`config.mk`:
```
export PLATFORM = sky130hd
export DESIGN_NAME = masked_dest_rule_classifier_core
export DESIGN_NICKNAME = d
export VERILOG_FILES = /design/src/rtl/mdrc_pkg.sv /design/src/rtl/mdrc_ram.sv /design/src/rtl/mdrc_datapath.sv /design/src/rtl/mdrc_ctrl.sv /design/src/rtl/masked_dest_rule_classifier_core.sv
export SDC_FILE = /design/constraint.sdc
export NUM_CORES = 2
export LEC_CHECK = 0
export CORE_MARGIN = 1
export CORE_UTILIZATION = 45
export DETAILED_ROUTE_END_ITERATION = 16
export DONT_BUFFER_PORTS = 1
export PLACE_DENSITY = 0.62
export SKIP_CTS_REPAIR_TIMING = 1
export SLEW_MARGIN = 10
export SYNTH_ARGS = -nofsm -noshare
export SYNTH_HDL_FRONTEND = slang
export SYNTH_HIERARCHICAL = 1
export SYNTH_SLANG_ARGS = --single-unit
```
`constraint.sdc`:
```
create_clock -name clk -period 16.95 [get_ports clk]
set_clock_uncertainty 0.15 [all_clocks]
set_input_delay 1.695 -clock clk [delete_from_list [all_inputs] [get_ports clk]]
set_output_delay 1.695 -clock clk [all_outputs]
set_load 0.02 [all_outputs]
```
`src/rtl/mdrc_pkg.sv`:
```
// Package for the masked destination rule classifier.
// Holds field widths, function codes, the controller state type and the
// command and status structs. Depends on nothing.
package mdrc_pkg;

    localparam int MAX_RULES_DEF = 16;

    localparam int FUNC_W     = 2;
    localparam int ADDR_W     = 32;
    localparam int MASK_W     = 32;
    localparam int FLOW_W     = 32;
    localparam int NUM_W      = 16;
    localparam int PRIO_W     = 8;
    localparam int HIT_SLOT_W = 4;

    localparam int ENTRY_W      = ADDR_W + MASK_W + FLOW_W + NUM_W + PRIO_W;
    localparam int IN_TDATA_W   = 152;
    localparam int OUT_TDATA_W  = 64;
    localparam int OUT_FIELDS_W = 2 + HIT_SLOT_W + FLOW_W + NUM_W + PRIO_W;

    typedef logic [FUNC_W-1:0] func_t;

    localparam func_t FUNC_APPEND = 2'd0;
    localparam func_t FUNC_LOOKUP = 2'd1;
    localparam func_t FUNC_CLEAR  = 2'd2;

    typedef enum logic
    {
        ST_IDLE,
        ST_SCAN
    } ctrl_state_t;

    typedef struct packed
    {
        logic accept;
        logic scan_start;
        logic scan_step;
        logic load_out;
        logic out_hit;
    } dp_cmd_t;

    typedef struct packed
    {
        func_t func;
        logic  count_zero;
        logic  match;
        logic  last_slot;
        logic  out_free;
    } dp_status_t;

endpackage

```
`src/rtl/mdrc_ram.sv`:
```
// Generic single-write, single-read RAM with registered read data.
// Standalone; no package needed.
module mdrc_ram #(
    parameter int WIDTH = 8,
    parameter int DEPTH = 16,
    parameter int AW    = (DEPTH > 1) ? $clog2(DEPTH) : 1
) (
    input  logic             clk,
    input  logic             we,
    input  logic [AW-1:0]    waddr,
    input  logic [WIDTH-1:0] wdata,
    input  logic [AW-1:0]    raddr,
    output logic [WIDTH-1:0] rdata
);

    logic [WIDTH-1:0] mem [DEPTH];
    logic [WIDTH-1:0] rdata_reg;

    always_ff @(posedge clk)
    begin
        if (we)
        begin
            mem[waddr] <= wdata;
        end
        rdata_reg <= mem[raddr];
    end

    assign rdata = rdata_reg;

endmodule

```
`src/rtl/mdrc_datapath.sv`:
```
// Datapath: rule RAM, rule count, scan pointer, compare and result register.
// Depends on mdrc_pkg and mdrc_ram.
module mdrc_datapath
    import mdrc_pkg::*;
#(
    parameter int MAX_RULES = MAX_RULES_DEF
) (
    input  logic                   clk,
    input  logic                   rst_n,
    input  logic [IN_TDATA_W-1:0]  s_tdata,
    input  func_t                  s_tuser,
    input  logic                   m_tready,
    output logic                   m_tvalid,
    output logic [OUT_TDATA_W-1:0] m_tdata,
    input  dp_cmd_t                cmd,
    output dp_status_t             stat
);

    localparam int CW = $clog2(MAX_RULES + 1);
    localparam int SW = (MAX_RULES > 1) ? $clog2(MAX_RULES) : 1;

    logic [CW-1:0] count_reg, count_next;
    logic [SW-1:0] rd_slot_reg, rd_slot_next;
    logic [ADDR_W-1:0] lookup_addr_reg, lookup_addr_next;
    logic out_valid_reg, out_valid_next;
    logic [OUT_FIELDS_W-1:0] out_data_reg, out_data_next;

    logic full;
    logic ram_we;
    logic [SW-1:0] ram_raddr;
    logic [ENTRY_W-1:0] ram_wdata, ram_rdata;

    logic [ADDR_W-1:0] rd_dest;
    logic [MASK_W-1:0] rd_mask;
    logic [FLOW_W-1:0] rd_flow;
    logic [NUM_W-1:0]  rd_num;
    logic [PRIO_W-1:0] rd_prio;

    logic                  res_status;
    logic [HIT_SLOT_W-1:0] res_slot;
    logic [FLOW_W-1:0]     res_flow;
    logic [NUM_W-1:0]      res_num;
    logic [PRIO_W-1:0]     res_prio;

    // s_tdata: address, mask, flow id, rule number, priority, lookup address
    assign ram_wdata = s_tdata[ENTRY_W-1:0];
    assign full      = (count_reg == CW'(MAX_RULES));
    assign ram_we    = cmd.accept && (s_tuser == FUNC_APPEND) && !full;
    assign ram_raddr = cmd.scan_step ? rd_slot_reg + SW'(1) : '0;

    mdrc_ram #(
        .WIDTH (ENTRY_W),
        .DEPTH (MAX_RULES)
    ) u_rule_ram (
        .clk   (clk),
        .we    (ram_we),
        .waddr (count_reg[SW-1:0]),
        .wdata (ram_wdata),
        .raddr (ram_raddr),
        .rdata (ram_rdata)
    );

    assign {rd_prio, rd_num, rd_flow, rd_mask, rd_dest} = ram_rdata;

    always_comb
    begin
        count_next       = count_reg;
        rd_slot_next     = rd_slot_reg;
        lookup_addr_next = lookup_addr_reg;
        if (cmd.accept)
        begin
            if (ram_we)
            begin
                count_next = count_reg + CW'(1);
            end
            else if (s_tuser == FUNC_CLEAR)
            begin
                count_next = '0;
            end
            lookup_addr_next = s_tdata[IN_TDATA_W-1 -: ADDR_W];
        end
        if (cmd.scan_start)
        begin
            rd_slot_next = '0;
        end
        else if (cmd.scan_step)
        begin
            rd_slot_next = rd_slot_reg + SW'(1);
        end
    end

    always_comb
    begin
        res_status = cmd.accept && (s_tuser == FUNC_APPEND) && full;
        res_slot   = '0;
        res_flow   = '0;
        res_num    = '0;
        res_prio   = '0;
        if (cmd.out_hit)
        begin
            res_slot = HIT_SLOT_W'(rd_slot_reg);
            res_flow = rd_flow;
            res_num  = rd_num;
            res_prio = rd_prio;
        end
        out_data_next = cmd.load_out
            ? {res_prio, res_num, res_flow, res_slot, cmd.out_hit, res_status}
            : out_data_reg;
        if (cmd.load_out)
        begin
            out_valid_next = 1'b1;
        end
        else if (m_tready)
        begin
            out_valid_next = 1'b0;
        end
        else
        begin
            out_valid_next = out_valid_reg;
        end
    end

    always_ff @(posedge clk or negedge rst_n)
    begin
        if (!rst_n)
        begin
            count_reg     <= '0;
            out_valid_reg <= 1'b0;
        end
        else
        begin
            count_reg     <= count_next;
            out_valid_reg <= out_valid_next;
        end
    end

    always_ff @(posedge clk)
    begin
        rd_slot_reg     <= rd_slot_next;
        lookup_addr_reg <= lookup_addr_next;
        out_data_reg    <= out_data_next;
    end

    assign stat.func       = s_tuser;
    assign stat.count_zero = (count_reg == '0);
    assign stat.match      = ((rd_dest & rd_mask) == (lookup_addr_reg & rd_mask));
    assign stat.last_slot  = ((CW'(rd_slot_reg) + CW'(1)) == count_reg);
    assign stat.out_free   = !out_valid_reg || m_tready;

    assign m_tvalid = out_valid_reg;
    assign m_tdata  = OUT_TDATA_W'(out_data_reg);

endmodule

```
`src/rtl/mdrc_ctrl.sv`:
```
// Controller FSM: input handshake, lookup scan sequencing, result loading.
// Depends on mdrc_pkg.
module mdrc_ctrl
    import mdrc_pkg::*;
(
    input  logic       clk,
    input  logic       rst_n,
    input  logic       s_tvalid,
    output logic       s_tready,
    output dp_cmd_t    cmd,
    input  dp_status_t stat
);

    ctrl_state_t state_reg, state_next;

    always_ff @(posedge clk or negedge rst_n)
    begin
        if (!rst_n)
        begin
            state_reg <= ST_IDLE;
        end
        else
        begin
            state_reg <= state_next;
        end
    end

    always_comb
    begin
        state_next = state_reg;
        cmd        = '0;
        s_tready   = 1'b0;
        unique case (state_reg)
            ST_IDLE:
            begin
                s_tready   = stat.out_free;
                cmd.accept = s_tvalid && stat.out_free;
                if (cmd.accept)
                begin
                    if ((stat.func == FUNC_LOOKUP) && !stat.count_zero)
                    begin
                        cmd.scan_start = 1'b1;
                        state_next     = ST_SCAN;
                    end
                    else
                    begin
                        cmd.load_out = 1'b1;
                    end
                end
            end
            ST_SCAN:
            begin
                if (stat.match)
                begin
                    cmd.load_out = 1'b1;
                    cmd.out_hit  = 1'b1;
                    state_next   = ST_IDLE;
                end
                else if (stat.last_slot)
                begin
                    cmd.load_out = 1'b1;
                    state_next   = ST_IDLE;
                end
                else
                begin
                    cmd.scan_step = 1'b1;
                end
            end
            default:
            begin
                state_next = ST_IDLE;
            end
        endcase
    end

endmodule

```
`src/rtl/masked_dest_rule_classifier_core.sv`:
```
// Top level of the masked destination rule classifier.
// Depends on mdrc_pkg, mdrc_ctrl, mdrc_datapath (and mdrc_ram below it).
//
// Channel  Signals                          Item
// s        s_tvalid s_tready s_tdata s_tuser  rule / lookup / clear request
// m        m_tvalid m_tready m_tdata          status and hit result
//
// Append, clear and unused codes: result valid in the cycle after acceptance.
// Lookup: scans slots from slot 0 up to the first match or the rule count, one
// rule RAM read per cycle through the registered read port.
// Reset clears the rule count and the output valid; rule RAM is not cleared.
// A new item is taken only when the result register is empty or draining.
module masked_dest_rule_classifier_core
    import mdrc_pkg::*;
#(
    parameter int MAX_RULES = MAX_RULES_DEF
) (
    input  logic                   clk,
    input  logic                   rst_n,
    input  logic                   s_tvalid,
    output logic                   s_tready,
    // rule_address, rule_mask, rule_flow_id, rule_number, rule_priority,
    // lookup_address
    input  logic [IN_TDATA_W-1:0]  s_tdata,
    // func
    input  logic [FUNC_W-1:0]      s_tuser,
    output logic                   m_tvalid,
    input  logic                   m_tready,
    // status, hit, hit_slot, hit_flow_id, hit_rule_number, hit_priority, pad
    output logic [OUT_TDATA_W-1:0] m_tdata
);

    dp_cmd_t    cmd;
    dp_status_t stat;

    mdrc_ctrl u_ctrl (
        .clk      (clk),
        .rst_n    (rst_n),
        .s_tvalid (s_tvalid),
        .s_tready (s_tready),
        .cmd      (cmd),
        .stat     (stat)
    );

    mdrc_datapath #(
        .MAX_RULES (MAX_RULES)
    ) u_datapath (
        .clk      (clk),
        .rst_n    (rst_n),
        .s_tdata  (s_tdata),
        .s_tuser  (s_tuser),
        .m_tready (m_tready),
        .m_tvalid (m_tvalid),
        .m_tdata  (m_tdata),
        .cmd      (cmd),
        .stat     (stat)
    );

endmodule

```
# [Word level (Yosys, flattened, before mapping)]
# Memories as Yosys holds them, arrays and structs flattened. A register that Yosys moved wholly into a read port is not among the register bits.
# Index checks and enable logic that the tools add are counted.
[op_classes] eq_ne=5 add_sub_neg=3 bitwise_logic=3 muxes=22 reduce_logical=14
[ops] op="$and A32 B32 Y32" count=2
[ops] op="$eq A32 B32 Y1" count=1
[ops] op="$mux W1" count=16
[ops] op="$mux W5" count=2
[ops] op="$add A4 B1 Y5 const B" count=1
[ops] op="$add A5 B1 Y5 const B" count=1
[ops] op="$eq A5 B5 Y1" count=1
[ops] op="$eq A5 B5 Y1 const B" count=1
[ops] op="$logic_and A1 B1 Y1" count=5
[ops] op="$logic_not A5 Y1" count=1
[ops] op="$add A4 B1 Y4 const B" count=1
[ops] op="$mux W4" count=1
[ops] op="$pmux W1 S2" count=2
[ops] op="$reduce_bool A2 Y1" count=2
[ops] op="$logic_not A1 Y1" count=3
[ops] op="$eq A2 B1 Y1 const B" count=1
[ops] op="$eq A2 B2 Y1 const B" count=1
[ops] op="$logic_not A2 Y1" count=1
[ops] op="$mux W2" count=1
[ops] op="$reduce_and A2 Y1" count=1
[ops] op="$logic_or A1 B1 Y1" count=1
[ops] op="$not A1 Y1" count=1
[word_totals] ram_bits=1920 word_cells=55 mem_count=1 register_bits=105 out_inout_bits=66 in_bits=158
[memory_table] name="u_datapath.u_rule_ram.mem" depth=16 width=120 rd=1 rd_ports_with_merged_regs=1 wr=1 line_no="mdrc_ram.sv:16" text="logic [WIDTH-1:0] mem [DEPTH];"

# [Longest topological paths before layout]
[depth] depth_word=10 depth_mapped=15 ltp_nobuf=11

# [Cells and area by module]
# Netlist, hierarchy kept.
[modules_own_cells] mod="mdrc_ram" seq_area_each_um2=60057.6 area_per_inst_um2=73982.2 n_inst=1 cells_each=3066
[modules_own_cells] mod="mdrc_datapath" seq_area_each_um2=3052.9 area_per_inst_um2=4341.7 n_inst=1 cells_each=289
[modules_own_cells] mod="mdrc_ctrl" seq_area_each_um2=25.0 area_per_inst_um2=95.1 n_inst=1 cells_each=11

# [Worst setup path after synthesis]
# No wires, ideal clock.
[synth_timing] kind="input to register" start="input port m_tready" end="memory u_datapath/u_rule_ram/mem[0][0] in the netlist's numbering (enable)" setup_ps=746 cell_stages=7 path_buffers=0 required_time_ps=16054 t_arrival_ps=11796 setup_slack_ps=4258 cell_sequence="nand2b_1 > nand3b_1 > inv_1 > nand2b_1 > nor3b_4 > or3b_2 > nor3_1"
[synth_rtl] item="from (decl)" line_no="masked_dest_rule_classifier_core.sv:28" text="input logic m_tready,"
[synth_rtl] item="to (decl)" line_no="mdrc_ram.sv:16"

==> metrics.cfg <==
[status]
run_status=completed

[die]
fp.coreArea_mm2=0.1723
pin_count=224
die-area_mm2=0.1759
die_w_um=419.5
num_rows=152
die-height_um=419.5
start_util=0.4551

[yosys]
synth_cell_types=45
yosysWarnings=6
ys_seq_area_frac=0.8051
synth_edf_count=2014
synthCells=3366
synth_top_area_share=0.7712
synthFlopType=edfxtp_1
synth.largest_area_cell=edfxtp_1
async_reset_ff_frac=0.003263
netlist_top_cells_area=edfxtp_1 (77%), mux4_2 (14%), dfxtp_1 (3.2%), a22oi_1 (2.5%), nand2_1 (0.59%)
synth_area_mm2=0.07842
avgSynthCellArea_um2=23.30
ys_ff_latch=2145

[clocking]
cts-buffers-inserted=205
clock-sinks=2145
insertion_delay_ns=0.83
path_clk_slew_ns=0.06
cts_max_level=4
clk_path_buf_depth=3
clockRootBuffer=clkbuf_16
tritoncts=done

[pwr]
clkPwrFrac=0.310
switching_share=0.2883
power.switching_mw=4.272
p_per_area_mw_per_mm2=168.2
p_leak_nw=27.30
vdd_drop_max_uv=183.9
intPower_mw=10.55
power_mw=14.82
seq_power_share=0.418
pwr-share-comb=0.272

[setup_path]
required_ns=17.48
critPathBufInv=4
slowest_delay_ns=0.86
worstPathArrival_ns=7.45
r2r_start=u_datapath/rd_slot_reg[0]$_SDFFE_PP0P_
path_cells=ha_1 > xor2_1 > o32ai_1 > a31oi_1 > nor4_2 > nor3b_1 > inv_1 > nor2_4 > buf_4 > buf_4 > buf_4 > mux4_2 > a22oi_1 > nand2_1
worstSetupPathType=register to register
reg2reg_to=u_datapath/u_rule_ram/rdata[7]$_DFF_P_
r2r_cells=14
worst_setup_path_end_kind=register
slowest_stage=nor2_4
rrSetupSlack_ns=10.03
path_delay_family=buffers and inverters
crit_top_cell=buf_4
cp-start-kind=register
cp_max_fo=46

[detailed_routing]
first_pass_iters=6
highest_layer=met5
wl_met1_um=72370
drc_errors=0
routedWlPerCell_um=30.21
route.final.wire_length_um=180200
drt_iter0_drc=3250
wl_met3_um=11840
met2_length_um=91710
ant_nets=0
viasPerCell=5.832
num_vias=34793

[sta]
finalHoldViolCount=0
slew_headroom=0.1923
setup_tns_ns=0
period_share=0.4082
fin_crit_ns=6.919
max_clock_freq_ghz=0.1445
rsz0062_at_grt=false
slew_violations=0
layout_setup_ws_ns=10.03
worstMarginPinSlew_ns=1.201
setup_viol=0

[global_routing]
grt_max_degree=133
grt_first_pass_wirelength_um=259100
grt_pass1_vias=36060
grtUsageTotal=0.2072
grt_overflow=0
antenna_found_initial=25

[final_layout]
area_delta_synth_final_pct=12.35
largest_reg_flops=1920
fin_nets=3629
layout-drive-gt1-share=0.2410

[min_path]
hold_depth=1
min_to=u_datapath/out_data_reg[61]$_SDFFCE_PN0P_
hold_start=u_datapath/u_rule_ram/rdata[119]$_DFF_P_
hold_class=register to register

[job]
cap_viol_max_count=0

[placement]
gp_congestion=0.7350
dpl.hpwl_um=88320
pre_cts_ws_ns=9.863
portBuffers=0

-- metrics by stage --
stage                     std cells  instance area, µm²  hold WS [ns]  utilization
final                          5966               88100        0.3567       0.5113
after detailed placement       5571               81290        0.3439       0.4718
after floorplan                3367               78420        0.3322            -
after global routing           5961               88090        0.3572       0.5112
after CTS                      5957               88080        0.3378       0.5112
after global placement         5571               81290        0.3439       0.4718
-- worst max-delay path by stage --
stage	startpoint	to	cells after the start
2_1_floorplan	m_tready	u_datapath/u_rule_ram/mem[0][0]$_DFFE_PP_	7
3_3_place_gp	u_datapath/rd_slot_reg[0]$_SDFFE_PP0P_	u_datapath/u_rule_ram/rdata[7]$_DFF_P_	14
3_5_place_dp	u_datapath/rd_slot_reg[0]$_SDFFE_PP0P_	u_datapath/u_rule_ram/rdata[7]$_DFF_P_	14
4_1_cts	u_datapath/rd_slot_reg[0]$_SDFFE_PP0P_	u_datapath/u_rule_ram/rdata[7]$_DFF_P_	14
5_1_grt	u_datapath/rd_slot_reg[0]$_SDFFE_PP0P_	u_datapath/u_rule_ram/rdata[7]$_DFF_P_	14
6_report	u_datapath/rd_slot_reg[0]$_SDFFE_PP0P_	u_datapath/u_rule_ram/rdata[7]$_DFF_P_	14
-- cells in the final DEF, fill, tap and decap left out, types with 10 or more instances in the layout --
cell          n
clkinv_1     26
clkbuf_1     59
clkbuf_8     12
and2_1       60
nor2_4       14
buf_4        55
nand2_1     124
dfxtp_1     124
mux4_2      480
clkinv_2     39
edfxtp_1   2014
clkbuf_16   211
bufinv_16    22
a22oi_1     256
xor2_1       38
buf_12       10
-- metal layers --
metal / track usage / vias to the layer above
met2: 0.3491 / 1121
met4: 0.06087 / 2
li1: - / 14444
met3: 0.04203 / 253
met1: 0.2727 / 18973
met5: 0 / -
-- cells in the mapped netlist (2+ instances only) --
cell type and n:
nor4_1 2, and2_1 63, edfxtp_1 2014, dfrtp_1 7
buf_2 34, nand4_1 5, buf_6 3, dfxtp_1 124
xnor2_1 4, xor2_1 38, buf_4 25, nor2b_1 4
nand2b_1 6, buf_1 18, a21oi_1 3, mux4_2 480
inv_1 5, nand2_1 124, a22oi_1 256, nand3b_1 3
clkbuf_1 91, nand3_1 5, nor3_1 5, ha_1 3
nor2_1 23, a31oi_1 2
-- power by group through the flow --
stage | Sequential, mW | Combinational, mW | Clock [mW]
2_1_floorplan | 6.25 | 3.03 | 0
3_3_place_gp | 6.31 | 4.10 | 0
3_5_place_dp | 6.31 | 4.10 | 0
4_1_cts | 6.20 | 4.12 | 4.68
5_1_grt | 6.21 | 4.34 | 4.88
6_report | 6.20 | 4.03 | 4.59
-- area by class of cell --
cell class              count  area [µm²]
fillers                 13505       84200
flip-flops and latches   2145       63140
multi-input cells        1046       14630
clock buffers             282        5667
well taps                2310        2890
clock inverters           104        1127
repair buffers             65       613.1
diodes                      9       22.52
inverters                   5       18.77
-- kinds of logic (layout without fill, tap and decap cells) --
family	after synthesis	count (layout)	synth area share
flip-flops	2145	2145	0.8051
multiplexers	481	481	0.1380
AO/OA/AOI/OAI	270	270	0.02570
AND/OR/NAND/NOR	248	248	0.01552
buffers and inverters	176	456	0.01045
XOR/XNOR	42	42	0.004691
adder cells (fa/ha/maj)	3	3	0.0004787
other	1	11	0.00004782
No activity file was read; power rests on OpenSTA's default activity.
